`src/hw/rtl/bent_wall_contact_test_unit_assert.svh`:
```
// Assertion macros for the bent wall contact test unit.
`ifndef BENT_WALL_CONTACT_TEST_UNIT_ASSERT_SVH
`define BENT_WALL_CONTACT_TEST_UNIT_ASSERT_SVH

// Antecedent implies consequent in the same cycle.
`define BWCT_ASSERT_IMPLIES(name, clk, rst, ante, cons) \
   name: assert property (@(posedge clk) disable iff (rst) (ante) |-> (cons)) \
      else $error("bwct assertion failed");

// Antecedent implies consequent in the next cycle.
`define BWCT_ASSERT_NEXT(name, clk, rst, ante, cons) \
   name: assert property (@(posedge clk) disable iff (rst) (ante) |=> (cons)) \
      else $error("bwct assertion failed");

`endif

```
`src/hw/rtl/bwct_pkg.sv`:
```
// Shared constants and types for the bent wall contact test unit.
package bwct_pkg;

   // fixed point format of positions
   localparam int FRAC_BITS   = 16;
   localparam int Q14_SHIFT   = 14;
   localparam int ONE_Q14     = 16384;
   localparam int HALF_Q14    = 8192;

   // half size cube root: floor(cbrt(volume << CBRT_SHIFT))
   localparam int VOL_W       = 32;
   localparam int CBRT_SHIFT  = 2 * FRAC_BITS - 3;
   localparam int CBRT_XW     = VOL_W + CBRT_SHIFT;
   localparam int CBRT_RB     = (CBRT_XW + 2) / 3;

   // arc distance square root over dx^2 + dy^2
   localparam int SQ_XW       = 66;
   localparam int SQ_RB       = SQ_XW / 2;

   // normal divider: ((a << 14) + norm/2) / norm, quotient at most 1.0 in Q1.14
   localparam int DIV_QB      = Q14_SHIFT + 1;
   localparam int DIV_NW      = 33 + Q14_SHIFT + 1;

   // configuration register indexes
   localparam logic [2:0] CSR_FLOOR_HEIGHT   = 3'd0;
   localparam logic [2:0] CSR_ARC_CENTER_X   = 3'd1;
   localparam logic [2:0] CSR_ARC_CENTER_Y   = 3'd2;
   localparam logic [2:0] CSR_ARC_RADIUS     = 3'd3;
   localparam logic [2:0] CSR_SLOPE_SIN      = 3'd4;
   localparam logic [2:0] CSR_SLOPE_COS      = 3'd5;
   localparam logic [2:0] CSR_SLANT_ORIGIN_X = 3'd6;
   localparam logic [2:0] CSR_SLANT_ORIGIN_Y = 3'd7;

   typedef enum logic [1:0] {
      KIND_NONE  = 2'd0,
      KIND_FLOOR = 2'd1,
      KIND_SLANT = 2'd2,
      KIND_ARC   = 2'd3
   } bwct_kind_type;

endpackage

```
`src/hw/rtl/bwct_div_pipe.sv`:
```
// Pipelined restoring divider for the Q1.14 arc normal components.
module bwct_div_pipe (
   input  logic                         clock,
   input  logic                         en,
   input  logic [bwct_pkg::DIV_NW-1:0]  num,
   input  logic [bwct_pkg::SQ_RB-1:0]   den,
   output logic [bwct_pkg::DIV_QB-1:0]  quo
);
   import bwct_pkg::*;

   localparam int QB = DIV_QB;
   localparam int NW = DIV_NW;
   localparam int DB = SQ_RB;

   logic [NW-1:0] rem_src [QB+1];
   logic [DB-1:0] den_src [QB+1];
   logic [QB-1:0] q_src   [QB+1];
   logic [NW-1:0] rem_ff  [QB];
   logic [DB-1:0] den_ff  [QB];
   logic [QB-1:0] q_ff    [QB];

   assign rem_src[0] = num;
   assign den_src[0] = den;
   assign q_src[0]   = '0;

   for (genvar i = 0; i < QB; i++) begin : g_stage
      localparam int B = QB - 1 - i;
      logic [NW-1:0] dsh_w;
      logic          take_w;
      logic [NW-1:0] rem_in;
      logic [QB-1:0] q_in;

      // quotient never reaches 2^QB, so each trial subtract is exact
      always_comb begin
         dsh_w  = NW'(den_src[i]) << B;
         take_w = rem_src[i] >= dsh_w;
         rem_in = take_w ? (rem_src[i] - dsh_w) : rem_src[i];
         q_in   = take_w ? (q_src[i] | (QB'(1) << B)) : q_src[i];
      end

      always_ff @(posedge clock) begin
         if (en) begin
            rem_ff[i] <= rem_in;
            den_ff[i] <= den_src[i];
            q_ff[i]   <= q_in;
         end
      end

      assign rem_src[i+1] = rem_ff[i];
      assign den_src[i+1] = den_ff[i];
      assign q_src[i+1]   = q_ff[i];
   end

   assign quo = q_src[QB];
endmodule

```
`config.mk`:
```
export PLATFORM = sky130hd
export DESIGN_NAME = bwct_div_pipe
export DESIGN_NICKNAME = d
export VERILOG_FILES = /design/src/hw/rtl/bent_wall_contact_test_unit_assert.svh /design/src/hw/rtl/bwct_pkg.sv /design/src/hw/rtl/bwct_div_pipe.sv
export SDC_FILE = /design/constraint.sdc
export NUM_CORES = 2
export LEC_CHECK = 0
export BUFFER_PORTS_ARGS = -buffer_cell sky130_fd_sc_hd__buf_4
export CAP_MARGIN = 25
export CORE_ASPECT_RATIO = 0.75
export CORE_UTILIZATION = 58
export DETAILED_ROUTE_END_ITERATION = 8
export PLACE_DENSITY = 0.77
export SLEW_MARGIN = 20
export SYNTH_ARGS = -nofsm -noshare
export SYNTH_HDL_FRONTEND = slang
export SYNTH_SLANG_ARGS = --single-unit
```
`constraint.sdc`:
```
create_clock -name clock -period 3.75 [get_ports clock]
set_clock_uncertainty 0.1 [all_clocks]
set_input_delay 0.9375 -clock clock [delete_from_list [all_inputs] [get_ports clock]]
set_output_delay 0.9375 -clock clock [all_outputs]
set_load 0.05 [all_outputs]
```
# ---- Yosys cells after proc, flatten, opt, wreduce, memory -nomap -nowiden
# Memories as Yosys holds them, arrays and structs flattened.
# Index checks and enable logic that the tools add are counted.
dict set report classes {
  n_addsub 15
  order_cmp 15
  mux 32
}
# operator count
set ops {}
lappend ops {{$mux 48} 15}
lappend ops {{$ge 48x33->1} 1}
lappend ops {{$ge 48x34->1} 1}
lappend ops {{$ge 48x35->1} 1}
lappend ops {{$ge 48x36->1} 1}
lappend ops {{$ge 48x37->1} 1}
lappend ops {{$ge 48x38->1} 1}
lappend ops {{$ge 48x39->1} 1}
lappend ops {{$ge 48x40->1} 1}
lappend ops {{$ge 48x41->1} 1}
lappend ops {{$ge 48x42->1} 1}
lappend ops {{$ge 48x43->1} 1}
lappend ops {{$ge 48x44->1} 1}
lappend ops {{$ge 48x45->1} 1}
lappend ops {{$ge 48x46->1} 1}
lappend ops {{$ge 48x47->1} 1}
lappend ops {{$sub 48x33->48} 1}
lappend ops {{$sub 48x34->48} 1}
lappend ops {{$sub 48x35->48} 1}
lappend ops {{$sub 48x36->48} 1}
lappend ops {{$sub 48x37->48} 1}
lappend ops {{$sub 48x38->48} 1}
lappend ops {{$sub 48x39->48} 1}
lappend ops {{$sub 48x40->48} 1}
lappend ops {{22 further kinds} 24}
dict set report totals {
  register_bits 0
  ramBits 1440
  inputBits 83
  output_inout_bits 15
  mem_count 3
}
# name depth word_bits read_ports rd_clocked_by_memory_dff wr line
set mem_list {}
lappend mem_list {rem_ff 15 48 14 0 15 bwct_div_pipe.sv:18} ;# logic [NW-1:0] rem_ff [QB];
lappend mem_list {den_ff 15 33 14 0 15 bwct_div_pipe.sv:19} ;# logic [DB-1:0] den_ff [QB];
lappend mem_list {q_ff 15 15 15 0 15 bwct_div_pipe.sv:20} ;# logic [QB-1:0] q_ff [QB];

# ---- Logic depth before layout (Yosys ltp)
# An unclocked memory read counts as a cell.
dict set report logic_depth {
  word_depth 3
  mapped_depth 16
  ltp_nobuf 15
}

# ---- Least setup slack after synthesis
# Ideal clock, no wire load.
dict set report synth_timing {
  kind {in2reg}
  startpoint {input num[14] (netlist name)}
  endpoint {memory rem_ff[0][15] (netlist name) (data pin)}
  setup_ps 262
  arrival_time_ps 3580
  required_time_ps 3388
  path_slack_ps -193
  cell_stages 13
  n_path_buf 1
  cell_sequence {inv_1 > ha_1 > inv_1 > fa_1 > a211oi_1 > o21ai_1 > a2111o_1 > a31oi_1 > o21a_1 > a211oi_1 > nor3_1 > buf_2 > mux2_1}
}
# item line
set synth_lines {}
lappend synth_lines {{from (decl)} bwct_div_pipe.sv:5} ;# input logic [bwct_pkg::DIV_NW-1:0] num,
lappend synth_lines {{to (decl)} bwct_div_pipe.sv:18}

==> impl_metrics.csv <==
group,metric,value,unit
synthesis,synthFlopType,"edfxtp_1",
global_route,grt_antenna_before_repair,0,
global_route,overflow,0,
floorplanning,ios,98,
synthesis,synth_area,0.07203,mm^2
place,dp_hpwl,116.5,mm
drt,ant_nets,0,
clock_tree,clk_latency,0.75,ns
synthesis,synth-seq-cells,1254,
synthesis,async_flop_share,0,%
drt,wl_per_cell,17.19,um
synthesis,yosysTopAreaCellShare,52.28,%
setup_path,critical_path_buf_inv_count,1,
cells_and_area,fin_nets,7765,
cells_and_area,antenna_cells,0,
setup_path,cp-end-kind,"register",
timing,maxSlewViolCount,0,
floorplanning,die_area,0.1256,mm^2
synthesis,synth_area_per_cell,10.70,um^2
global_route,grt_pass1_vias,50756,
clock_tree,cts_max_level,3,
place,dp.cells,8676,
setup_path,start_kind,"register",
outcome,status,"complete, no violations",
cells_and_area,syn_to_final_growth,13.79,%
synthesis,syn-num-nets,7324,
floorplanning,num_rows,111,
synthesis,synth_edf_count,1254,
cells_and_area,final_cell_area,0.08196,mm^2
setup_path,path_delay_family,"compound AO/OA/AOI/OAI gates",
floorplanning,die_h,307.2,um
place,pre_cts_slack,-0.6380,ns
global_route,grt_first_pass_wirelength,245.6,mm
clock_tree,cts.reportedPaths.clkPinSlew,0.07,ns
synthesis,synth-warning-count,0,
floorplanning,fp.dieW,408.9,um
drt,first_pass_iters,7,
timing,finalCritPeriodShare,98.71,%
synthesis,syn_inst,6732,
clock_tree,clock-sinks,1254,
drt,drc_errors,0,
timing,hold_violations,0,
power_and_ir_drop,powerDensity,748.2,mW/mm^2
job,maxCapViolCount,0,
timing,fin_tns_setup,0,ns
place,place.gp.congestion,0.9848,
drt,vias,51141,
power_and_ir_drop,p_leak,33.10,nW
setup_path,cp_slowest_cell,"edfxtp_1",
cells_and_area,finalNonFillerCells,8917,
setup_path,worst-path-max-fanout,3,
synthesis,synth.most_common_cell,"edfxtp_1",
drt,wl,153.3,mm
synthesis,synth_cell_types,105,
synthesis,yosys-top-cells-count,"edfxtp_1 (1,254), inv_1 (624), nand2_1 (619)",
clock_tree,cts_tree,"yes",
global_route,grt_max_degree,96,
timing,min_period,3.702,ns
setup_path,path_cells,"ha_1 > fa_1 > nor2b_1 > o31ai_1 > a31o_2 > o21bai_1 > a221o_1 > nor4_1 > buf_4 > o31ai_4 > nor3b_1 > and4b_1 > xor2_1",
timing,max-slew-margin-rel,32.64,%
setup_path,required,4.15,ns
floorplanning,start_util,58.74,%
timing,worst_slack,0.04848,ns
clock_tree,numCtsBuffers,121,
clock_tree,holdBufCountCts,0,
clock_tree,clock_path_buffers,3,
power_and_ir_drop,total_power,61.33,mW
min_path,hold_class,"input port to register",
timing,fmax,270.2,MHz
cells_and_area,final_util,66.84,%
timing,final-setup-viol-count,0,
setup_path,crit_arrival,4.10,ns
place,post_dp_cell_area,0.07762,mm^2
synthesis,synth.area.top_cells,"edfxtp_1 (52%), ha_1 (8.6%), a21oi_1 (3.9%)",
synthesis,yosysTopAreaCell,"edfxtp_1",
timing,hold-worst-slack,0.2681,ns
global_route,track_usage,23.84,%
power_and_ir_drop,ir_drop,0.4872,mV
drt,via_per_inst,5.735,
cells_and_area,drive_above_1_share,11.92,%
setup_path,rrSetupSlack,0.05,ns
setup_path,critPathKind,"register to register",
place,portBuffers,97,
setup_path,max_stage_delay,0.42,ns
timing,tightest_slew,1.004,ns
cells_and_area,fill_cells,9168,
clock_tree,root_buffer,"clkbuf_16",
drt,drtIter0Drc,3692,
floorplanning,coreArea,0.1226,mm^2
synthesis,seq_area_frac_synth,52.28,%
## state kept, by name, summed over array words and instances (netlist names)
signal,cells
rem_ff,672
den_ff,462
q_ff,120
## worst paths after layout
kind                       start             to  cells past startpoint
setup reg to reg  den_ff[0][165]  rem_ff[6][46]                     13
setup / recovery  den_ff[0][165]  rem_ff[6][46]                     13
hold reg to reg      q_ff[12][3]    q_ff[13][3]                      0
hold / removal            den[8]   den_ff[0][8]                      1
## timing repair
item | CTS | global route
buffers inserted | 0 | 9
gates resized for setup | 6 | 68
gates cloned | 0 | 3
pin swaps | 0 | 14
setup endpoints to repair | 7 | 131
## per-layer routing
layer  global-route usage, %  wire length, um  vias to the layer above
li1                        -                -                    25495
met1                   27.44            62360                    23770
met2                   43.50            76900                     1407
met3                   3.009             5756                      469
met4                   12.17             8273                        0
met5                       0                0                        -
## placed cells by master, fill, tap and decap left out, types with 28 or more instances in the layout
master,n
nand4_1,103
nand2_1,619
o211ai_1,34
nor3_1,95
a211oi_1,38
xnor2_1,270
and3_1,41
o21a_1,65
nor2_1,396
nand2b_1,56
inv_1,622
o21ai_0,500
a21oi_1,545
nand3_1,108
a31oi_1,43
o31ai_1,28
buf_12,32
xor2_1,240
clkinv_1,30
a21o_1,240
nor2b_1,70
nor4_1,48
mux2_2,43
buf_4,466
o21bai_1,67
ha_1,494
clkbuf_16,122
and2_1,40
edfxtp_1,1254
o21ai_1,58
## cell families after synthesis
kind of cell | after synthesis | synth area share (%)
AOI/OAI and AO/OA | 1863 | 15.96
muxes | 54 | 0.8390
adders and majority gates | 509 | 8.987
DFF | 1254 | 52.28
and+or+nand+nor | 1730 | 11.47
buffers and inverters | 812 | 4.259
xor gates and xnor gates | 510 | 6.201
## report_power, final
group          switching [mW]  total [mW]  internal, mW
sequential               2.01        22.3          20.3
combinational            15.0        27.0          11.9
clock                    5.24        12.0          6.76
total                    22.3        61.3          39.0
## area by class of cell
cell class | count | area (um^2) | area share, %
tap | 1638 | 2049 | 2.500
clock buffer | 145 | 3118 | 3.804
inverter | 627 | 2366 | 2.887
multi-input combinational | 4666 | 31750 | 38.74
timing repair buffer | 503 | 4213 | 5.140
clock inverter | 84 | 808.3 | 0.9861
sequential | 1254 | 37660 | 45.94
Note: power is estimated with default switching activity, not from simulation.
