$ cat config.mk
export PLATFORM = sky130hd
export DESIGN_NAME = bwct_cbrt_pipe
export DESIGN_NICKNAME = d
export VERILOG_FILES = /design/src/hw/rtl/bent_wall_contact_test_unit_assert.svh /design/src/hw/rtl/bwct_pkg.sv /design/src/hw/rtl/bwct_cbrt_pipe.sv
export SDC_FILE = /design/constraint.sdc
export NUM_CORES = 2
export LEC_CHECK = 0
export BUFFER_PORTS_ARGS = -buffer_cell sky130_fd_sc_hd__buf_2
export CAP_MARGIN = 20
export CELL_PAD_IN_SITES_DETAIL_PLACEMENT = 0
export CELL_PAD_IN_SITES_GLOBAL_PLACEMENT = 1
export CORE_MARGIN = 3
export CORE_UTILIZATION = 45
export CTS_BUF_LIST = sky130_fd_sc_hd__clkbuf_8
export DETAILED_ROUTE_END_ITERATION = 12
export GPL_TIMING_DRIVEN = 0
export PLACE_DENSITY = 0.72
export SLEW_MARGIN = 10
export SYNTH_ARGS = -nofsm -noshare
export SYNTH_HDL_FRONTEND = slang
export SYNTH_SLANG_ARGS = --single-unit
$ cat constraint.sdc
create_clock -name clock -period 7.3 [get_ports clock]
set_input_delay 0.365 -clock clock [delete_from_list [all_inputs] [get_ports clock]]
set_output_delay 0.365 -clock clock [all_outputs]
set_load 0.01 [all_outputs]
$ cat src/hw/rtl/bent_wall_contact_test_unit_assert.svh
// Assertion macros for the bent wall contact test unit.
`ifndef BENT_WALL_CONTACT_TEST_UNIT_ASSERT_SVH
`define BENT_WALL_CONTACT_TEST_UNIT_ASSERT_SVH

// Antecedent implies consequent in the same cycle.
`define BWCT_ASSERT_IMPLIES(name, clk, rst, ante, cons) \
   name: assert property (@(posedge clk) disable iff (rst) (ante) |-> (cons)) \
      else $error("bwct assertion failed");

// Antecedent implies consequent in the next cycle.
`define BWCT_ASSERT_NEXT(name, clk, rst, ante, cons) \
   name: assert property (@(posedge clk) disable iff (rst) (ante) |=> (cons)) \
      else $error("bwct assertion failed");

`endif

$ cat src/hw/rtl/bwct_pkg.sv
// Shared constants and types for the bent wall contact test unit.
package bwct_pkg;

   // fixed point format of positions
   localparam int FRAC_BITS   = 16;
   localparam int Q14_SHIFT   = 14;
   localparam int ONE_Q14     = 16384;
   localparam int HALF_Q14    = 8192;

   // half size cube root: floor(cbrt(volume << CBRT_SHIFT))
   localparam int VOL_W       = 32;
   localparam int CBRT_SHIFT  = 2 * FRAC_BITS - 3;
   localparam int CBRT_XW     = VOL_W + CBRT_SHIFT;
   localparam int CBRT_RB     = (CBRT_XW + 2) / 3;

   // arc distance square root over dx^2 + dy^2
   localparam int SQ_XW       = 66;
   localparam int SQ_RB       = SQ_XW / 2;

   // normal divider: ((a << 14) + norm/2) / norm, quotient at most 1.0 in Q1.14
   localparam int DIV_QB      = Q14_SHIFT + 1;
   localparam int DIV_NW      = 33 + Q14_SHIFT + 1;

   // configuration register indexes
   localparam logic [2:0] CSR_FLOOR_HEIGHT   = 3'd0;
   localparam logic [2:0] CSR_ARC_CENTER_X   = 3'd1;
   localparam logic [2:0] CSR_ARC_CENTER_Y   = 3'd2;
   localparam logic [2:0] CSR_ARC_RADIUS     = 3'd3;
   localparam logic [2:0] CSR_SLOPE_SIN      = 3'd4;
   localparam logic [2:0] CSR_SLOPE_COS      = 3'd5;
   localparam logic [2:0] CSR_SLANT_ORIGIN_X = 3'd6;
   localparam logic [2:0] CSR_SLANT_ORIGIN_Y = 3'd7;

   typedef enum logic [1:0] {
      KIND_NONE  = 2'd0,
      KIND_FLOOR = 2'd1,
      KIND_SLANT = 2'd2,
      KIND_ARC   = 2'd3
   } bwct_kind_type;

endpackage

$ cat src/hw/rtl/bwct_cbrt_pipe.sv
// Pipelined bitwise integer cube root, one result bit per stage.
module bwct_cbrt_pipe (
   input  logic                          clock,
   input  logic                          en,
   input  logic [bwct_pkg::VOL_W-1:0]    vol,
   output logic [bwct_pkg::CBRT_RB-1:0]  root
);
   import bwct_pkg::*;

   localparam int RB = CBRT_RB;
   localparam int XW = CBRT_XW;
   localparam int DW = 3 * RB + 2;

   logic [RB-1:0]   r_src   [RB+1];
   logic [2*RB-1:0] r2_src  [RB+1];
   logic [XW-1:0]   rem_src [RB+1];

   logic [RB-1:0]   r_ff    [RB];
   logic [2*RB-1:0] r2_ff   [RB];
   logic [XW-1:0]   rem_ff  [RB];

   // radicand is volume scaled so the root is half the size in Q(FRAC_BITS)
   assign r_src[0]   = '0;
   assign r2_src[0]  = '0;
   assign rem_src[0] = {vol, {CBRT_SHIFT{1'b0}}};

   for (genvar i = 0; i < RB; i++) begin : g_stage
      localparam int B = RB - 1 - i;
      logic [DW-1:0]   d_w;
      logic            take_w;
      logic [RB-1:0]   r_in;
      logic [2*RB-1:0] r2_in;
      logic [XW-1:0]   rem_in;

      // (r + 2^B)^3 - r^3 = 3 r^2 2^B + 3 r 2^2B + 2^3B, against rem = x - r^3
      always_comb begin
         d_w = (DW'(r2_src[i]) << (B + 1)) + (DW'(r2_src[i]) << B)
             + (DW'(r_src[i]) << (2 * B + 1)) + (DW'(r_src[i]) << (2 * B))
             + (DW'(1) << (3 * B));
         take_w = d_w <= DW'(rem_src[i]);
         if (take_w) begin
            r_in   = r_src[i] | (RB'(1) << B);
            r2_in  = r2_src[i] + ((2*RB)'(r_src[i]) << (B + 1)) + ((2*RB)'(1) << (2 * B));
            rem_in = rem_src[i] - XW'(d_w);
         end else begin
            r_in   = r_src[i];
            r2_in  = r2_src[i];
            rem_in = rem_src[i];
         end
      end

      always_ff @(posedge clock) begin
         if (en) begin
            r_ff[i]   <= r_in;
            r2_ff[i]  <= r2_in;
            rem_ff[i] <= rem_in;
         end
      end

      assign r_src[i+1]   = r_ff[i];
      assign r2_src[i+1]  = r2_ff[i];
      assign rem_src[i+1] = rem_ff[i];
   end

   assign root = r_src[RB];
endmodule

# Word level (Yosys, flattened, before mapping)
# Memory sizes are Yosys's and may differ from the RTL's.
# Cells that the tools add are included.
word_totals:
  register_bits: 0
  latchBits: 0
  ram_bits: 2604
  rom_bits: 0
  input_bits: 34
  out_inout_bits: 21
  elab_cells: 230
  mem_count: 3
mem_list:
  columns: ["memory", "depth", "width", "rd", "rd_ports_with_merged_regs", "write_ports", "line_no", "text"]
  rows:
  - ["rem_ff", 21, 61, 20, 0, 21, "bwct_cbrt_pipe.sv:20", "logic [XW-1:0] rem_ff [RB];"]
  - ["r2_ff", 21, 42, 20, 0, 21, "bwct_cbrt_pipe.sv:19", "logic [2*RB-1:0] r2_ff [RB];"]
  - ["r_ff", 21, 21, 21, 0, 21, "bwct_cbrt_pipe.sv:18", "logic [RB-1:0] r_ff [RB];"]
classes:
  add_sub_neg: 141
  multipliers: 0
  n_div: 0
  order_cmp: 21
  n_eq_ne: 0
  shifts: 0
  muxes: 65
  bitwise: 0
  n_reduce_logical: 0
ops:
  columns: ["operator", "count"]
  rows:
  - ["61-bit two-way mux", 21]
  - ["42-bit two-way mux", 20]
  - ["61-bit subtractor", 6]
  - ["65-bit by 61-bit less-or-equal comparator with 1-bit output", 2]
  - ["64-bit by 55-bit adder with 65-bit output (second input constant)", 1]
  - ["64-bit by 59-bit adder with 65-bit output", 1]
  - ["65-bit by 58-bit adder with 65-bit output (second input constant)", 1]
  - ["63-bit by 52-bit adder with 64-bit output (second input constant)", 1]
  - ["63-bit by 57-bit adder with 64-bit output", 1]
  - ["63-bit by 60-bit adder with 64-bit output", 1]
  - ["64-bit by 61-bit less-or-equal comparator with 1-bit output", 1]
  - ["62-bit by 49-bit adder with 63-bit output (second input constant)", 1]
  - ["62-bit by 55-bit adder with 63-bit output", 1]
  - ["62-bit by 58-bit adder with 63-bit output", 1]
  - ["62-bit by 61-bit adder with 63-bit output", 1]
  - ["63-bit by 61-bit less-or-equal comparator with 1-bit output", 1]
  - ["61-bit by 46-bit adder with 62-bit output (second input constant)", 1]
  - ["61-bit by 53-bit adder with 62-bit output", 1]
  - ["61-bit by 56-bit adder with 62-bit output", 1]
  - ["61-bit by 60-bit adder with 62-bit output", 1]
  - ["62-bit by 61-bit less-or-equal comparator with 1-bit output", 1]
  - ["60-bit by 43-bit adder with 61-bit output (second input constant)", 1]
  - ["60-bit by 51-bit adder with 61-bit output", 1]
  - ["60-bit by 54-bit adder with 61-bit output", 1]
  - ["other kinds (156)", 158]

# Logic depth before layout (Yosys ltp)
# An unclocked memory read counts as a cell.
logic_depth:
  word_depth: 7
  depth_mapped: 35

# Worst setup path after synthesis
# No wires, ideal clock.
synth_path:
  path_kind: "register to register"
  startpoint: "memory r2_ff[4][88] (netlist bit)"
  endpoint: "memory r2_ff[4][165] (netlist bit) (data pin)"
  setup_time_ns: 0.258
  t_arrival_ns: 6.637
  t_required_ns: 7.042
  setup_slack_ns: 0.405
  stages_incl_launch_ff: 36
  path_cell_list: "edfxtp_1 -> inv_1 -> fa_1 -> inv_1 -> ha_1 -> ha_1 -> inv_1 -> fa_1 -> inv_1 -> a21o_1 -> a211oi_1 -> o41ai_1 -> a211oi_1 -> o21ai_0 -> a41oi_1 -> o221ai_1 -> a21oi_1 -> o21ai_0 -> xnor2_1 -> ha_1 -> clkbuf_1 -> a21o_1 -> a21o_1 -> a21oi_1 -> o21ai_0 -> a21oi_1 -> and2_1 -> a21o_1 -> buf_2 -> inv_2 -> and4_1 -> buf_2 -> and3_1 -> clkbuf_1 -> nand4_1 -> xnor2_1"
synth_lines:
  columns: ["item", "line_no"]
  rows:
  - ["from (decl)", "bwct_cbrt_pipe.sv:19"]

==> impl_metrics.tcl <==
set metrics [dict create \
    place_hpwl_um 254000 \
    register_area_sq_um 41100 \
    clock_sinks 1369 \
    ys_ff_latch 1369 \
    met3_length_um 12500 \
    drt-met1-wl_um 131000 \
    crit_type "flop to flop" \
    area_delta_synth_final_pct 11.6 \
    cp_num_buf_inv 13 \
    critPathMaxStageDelay_ps 510 \
    path_max_fanout 7 \
    path_delay_family "compound AO/OA/AOI/OAI gates" \
    drv_cap 0 \
    drt_iter0_markers 4526 \
    portBuffers 53 \
    syn_area_sq_um 116000 \
    hold_path_class "primary input to flop" \
    fmax_ghz 0.140 \
    fin_nets 14200 \
    dr_wl_met2_um 158000 \
    gp_congestion 0.918 \
    worstPathRequired_ps 8020 \
    die_x_um 513 \
    grt_overflow 0 \
    status "finished clean" \
    routed_wl_um 315000 \
    avgSynthCellArea_sq_um 9.94 \
    cp_slowest_cell "fa_1" \
    synthArstFlopShare_pct 0 \
    synth.area.top_cells "edfxtp_1 36%, ha_1 17%, fa_1 6.1%, xnor2_1 5.1%, a21oi_1 4.7%" \
    top_layer "met4" \
    multi_input_area_sq_um 70700 \
    cpMostUsedCell "buf_4" \
    grt_pass1_wl_um 492000 \
    cts_tree "done" \
    ys_types 88 \
    avgRoutedWirePerCell_um 20.0 \
    ant_nets 0 \
    grt_usage_pct 23.6 \
    drc 0 \
    final_max_slew_viol_count 0 \
    fill_cells 23200 \
    skew_ps 91.1 \
    die-area_sq_um 263000 \
    grt_max_degree 156 \
    clockBufferDepth 4 \
    yosys_warnings 0 \
    grt_pass1_vias 90400 \
    final_min_period_over_clock_period_pct 98.0 \
    grt_setup_unrepaired "true" \
    vias 87200 \
    drive_gt1_share_pct 8.49 \
    relSlewSlack_pct 35.3 \
    core-area_sq_um 255000 \
    finalSetupTns_ps 0 \
    rows 185 \
    crit_path_start_kind "flop" \
    synth-main-ff-cell "edfxtp_1" \
    post_drt_via_cell_ratio 5.54 \
    yosysTopAreaCell "edfxtp_1" \
    crit_arrival_ps 7870 \
    num_io_pins 55 \
    setup_viol 0 \
    synth_cells 11600 \
    path_clk_slew_ps 60 \
    first_pass_iters 6 \
    synth_edf_count 1369 \
    antenna_found_initial 2 \
    start_util_pct 45.4 \
    synth_common_cells "1603 x ha_1, 1369 x edfxtp_1, 1093 x a21oi_1" \
    finalCriticalPeriod_ps 7160 \
    yosysSeqAreaShare_pct 35.5 \
    final_hold_viol_count 0 \
    fp.dieH_um 513 \
    worstMarginPinSlew_ps 970 \
    root_buffer "clkbuf_8" \
    yosysMostFrequentCell "ha_1" \
    synth_top_area_share_pct 35.5 \
    insertion_delay_ps 1050 \
    endpoint_kind "flop" \
    numCtsBuffers 276 \
    cts_htree_levels 5 \
]
-- worst register-to-register path: cells and delay by family, from the launching register on --
kind	cells	cell delay [ps]
adder cells (fa/ha/maj)	4	1600
AND/OR/NAND/NOR	3	420
AO/OA/AOI/OAI	10	2550
flip-flops	1	440
buffers and inverters	13	1580
XOR/XNOR	2	270
-- state kept, by name, indices dropped and copies added, names as in the netlist --
register and count:
r_ff 212, rem_ff 757, r2_ff 400
-- timing repair --
| item | in CTS | in global routing |
|---|---|---|
| buffers inserted | 63 | 100 |
| cloned | 0 | 0 |
| pin swaps | 31 | 81 |
| hold buffers | 65 | 0 |
| setup endpoints to repair | 773 | 735 |
| hold endpoints to repair | 128 | 0 |
| gates resized for setup | 249 | 260 |
-- path summary, 6_finish.rpt --
path | end | startpoint | cells past startpoint | slack (ps)
max reg2reg | rem_ff[16][52] | r_ff[1][160] | 32 | 140
min reg2reg | rem_ff[8][30] | rem_ff[7][30] | 0 | 420
max | rem_ff[16][52] | r_ff[1][160] | 32 | 140
min | r2_ff[2][167] | en | 2 | 400
-- routing by layer --
metal / global-route usage, % / vias to the layer above
met4: 9.49 / 0
met3: 3.02 / 618
li1: - / 42900
met1: 28.3 / 41900
met2: 42.5 / 1727
met5: 0 / -
-- cell type report --
class / instances / area share, %
multi-input combinational: 8885 / 54.8
clock buffer: 284 / 3.03
timing repair buffer: 295 / 1.90
inverter: 1061 / 3.09
sequential: 1369 / 31.8
antenna: 4 / 0.00775
buffer: 305 / 1.16
tap: 3366 / 3.26
clock inverter: 175 / 0.931
-- cells by family after synthesis --
logic type | Yosys count | share of synthesized area [%]
AOI/OAI and AO/OA | 2937 | 15.7
and+or+nand+nor | 2769 | 11.5
adders and majority gates | 1954 | 23.4
buffers and inverters | 1386 | 4.55
DFF | 1369 | 35.5
xor gates and xnor gates | 1176 | 8.90
muxes | 47 | 0.447
other | 1 | 0.00324
-- cells in the final DEF, fill, tap and decap left out, drive strengths merged, types with 27 or more instances in the layout --
| master | Yosys | layout |
|---|---|---|
| a21o | 421 | 421 |
| o211ai | 37 | 37 |
| ha | 1603 | 1603 |
| or3 | 66 | 66 |
| fa | 351 | 351 |
| o21bai | 136 | 136 |
| nor3 | 191 | 191 |
| a211oi | 59 | 59 |
| and2 | 58 | 58 |
| nand2 | 651 | 651 |
| o21a | 143 | 143 |
| nand2b | 146 | 146 |
| nand4 | 126 | 126 |
| and3 | 94 | 94 |
| nor2b | 154 | 154 |
| xnor2 | 677 | 677 |
| nand3 | 224 | 224 |
| mux2 | 37 | 37 |
| a31oi | 83 | 83 |
| or2 | 57 | 57 |
| nor4 | 71 | 71 |
| a21oi | 1095 | 1095 |
| buf | 61 | 291 |
| a31o | 27 | 27 |
| clkbuf | 264 | 526 |
| clkinv | 1 | 95 |
| dlygate4sd3 | 0 | 65 |
| o21ai | 601 | 601 |
| edfxtp | 1369 | 1369 |
| nor2 | 839 | 839 |
| inv | 1060 | 1114 |
| xor2 | 499 | 499 |
| o31ai | 60 | 60 |
| a211o | 32 | 32 |
-- per-stage QoR --
stage	cells	cell area [sq um]	setup WS, ps	hold WS [ps]	utilization (%)
2_1_floorplan	11600	116000	405	400	-
3_3_place_gp	15100	120000	-15990	415	47.2
3_5_place_dp	15100	121000	-2610	419	47.3
4_1_cts	15700	128000	0.164	305	50.1
5_1_grt	15700	129000	-27.7	344	50.7
6_report	15700	129000	145	397	50.7
Power is not shown: default switching activity piles up to over one toggle a cycle in this logic, so the estimate is an artifact.
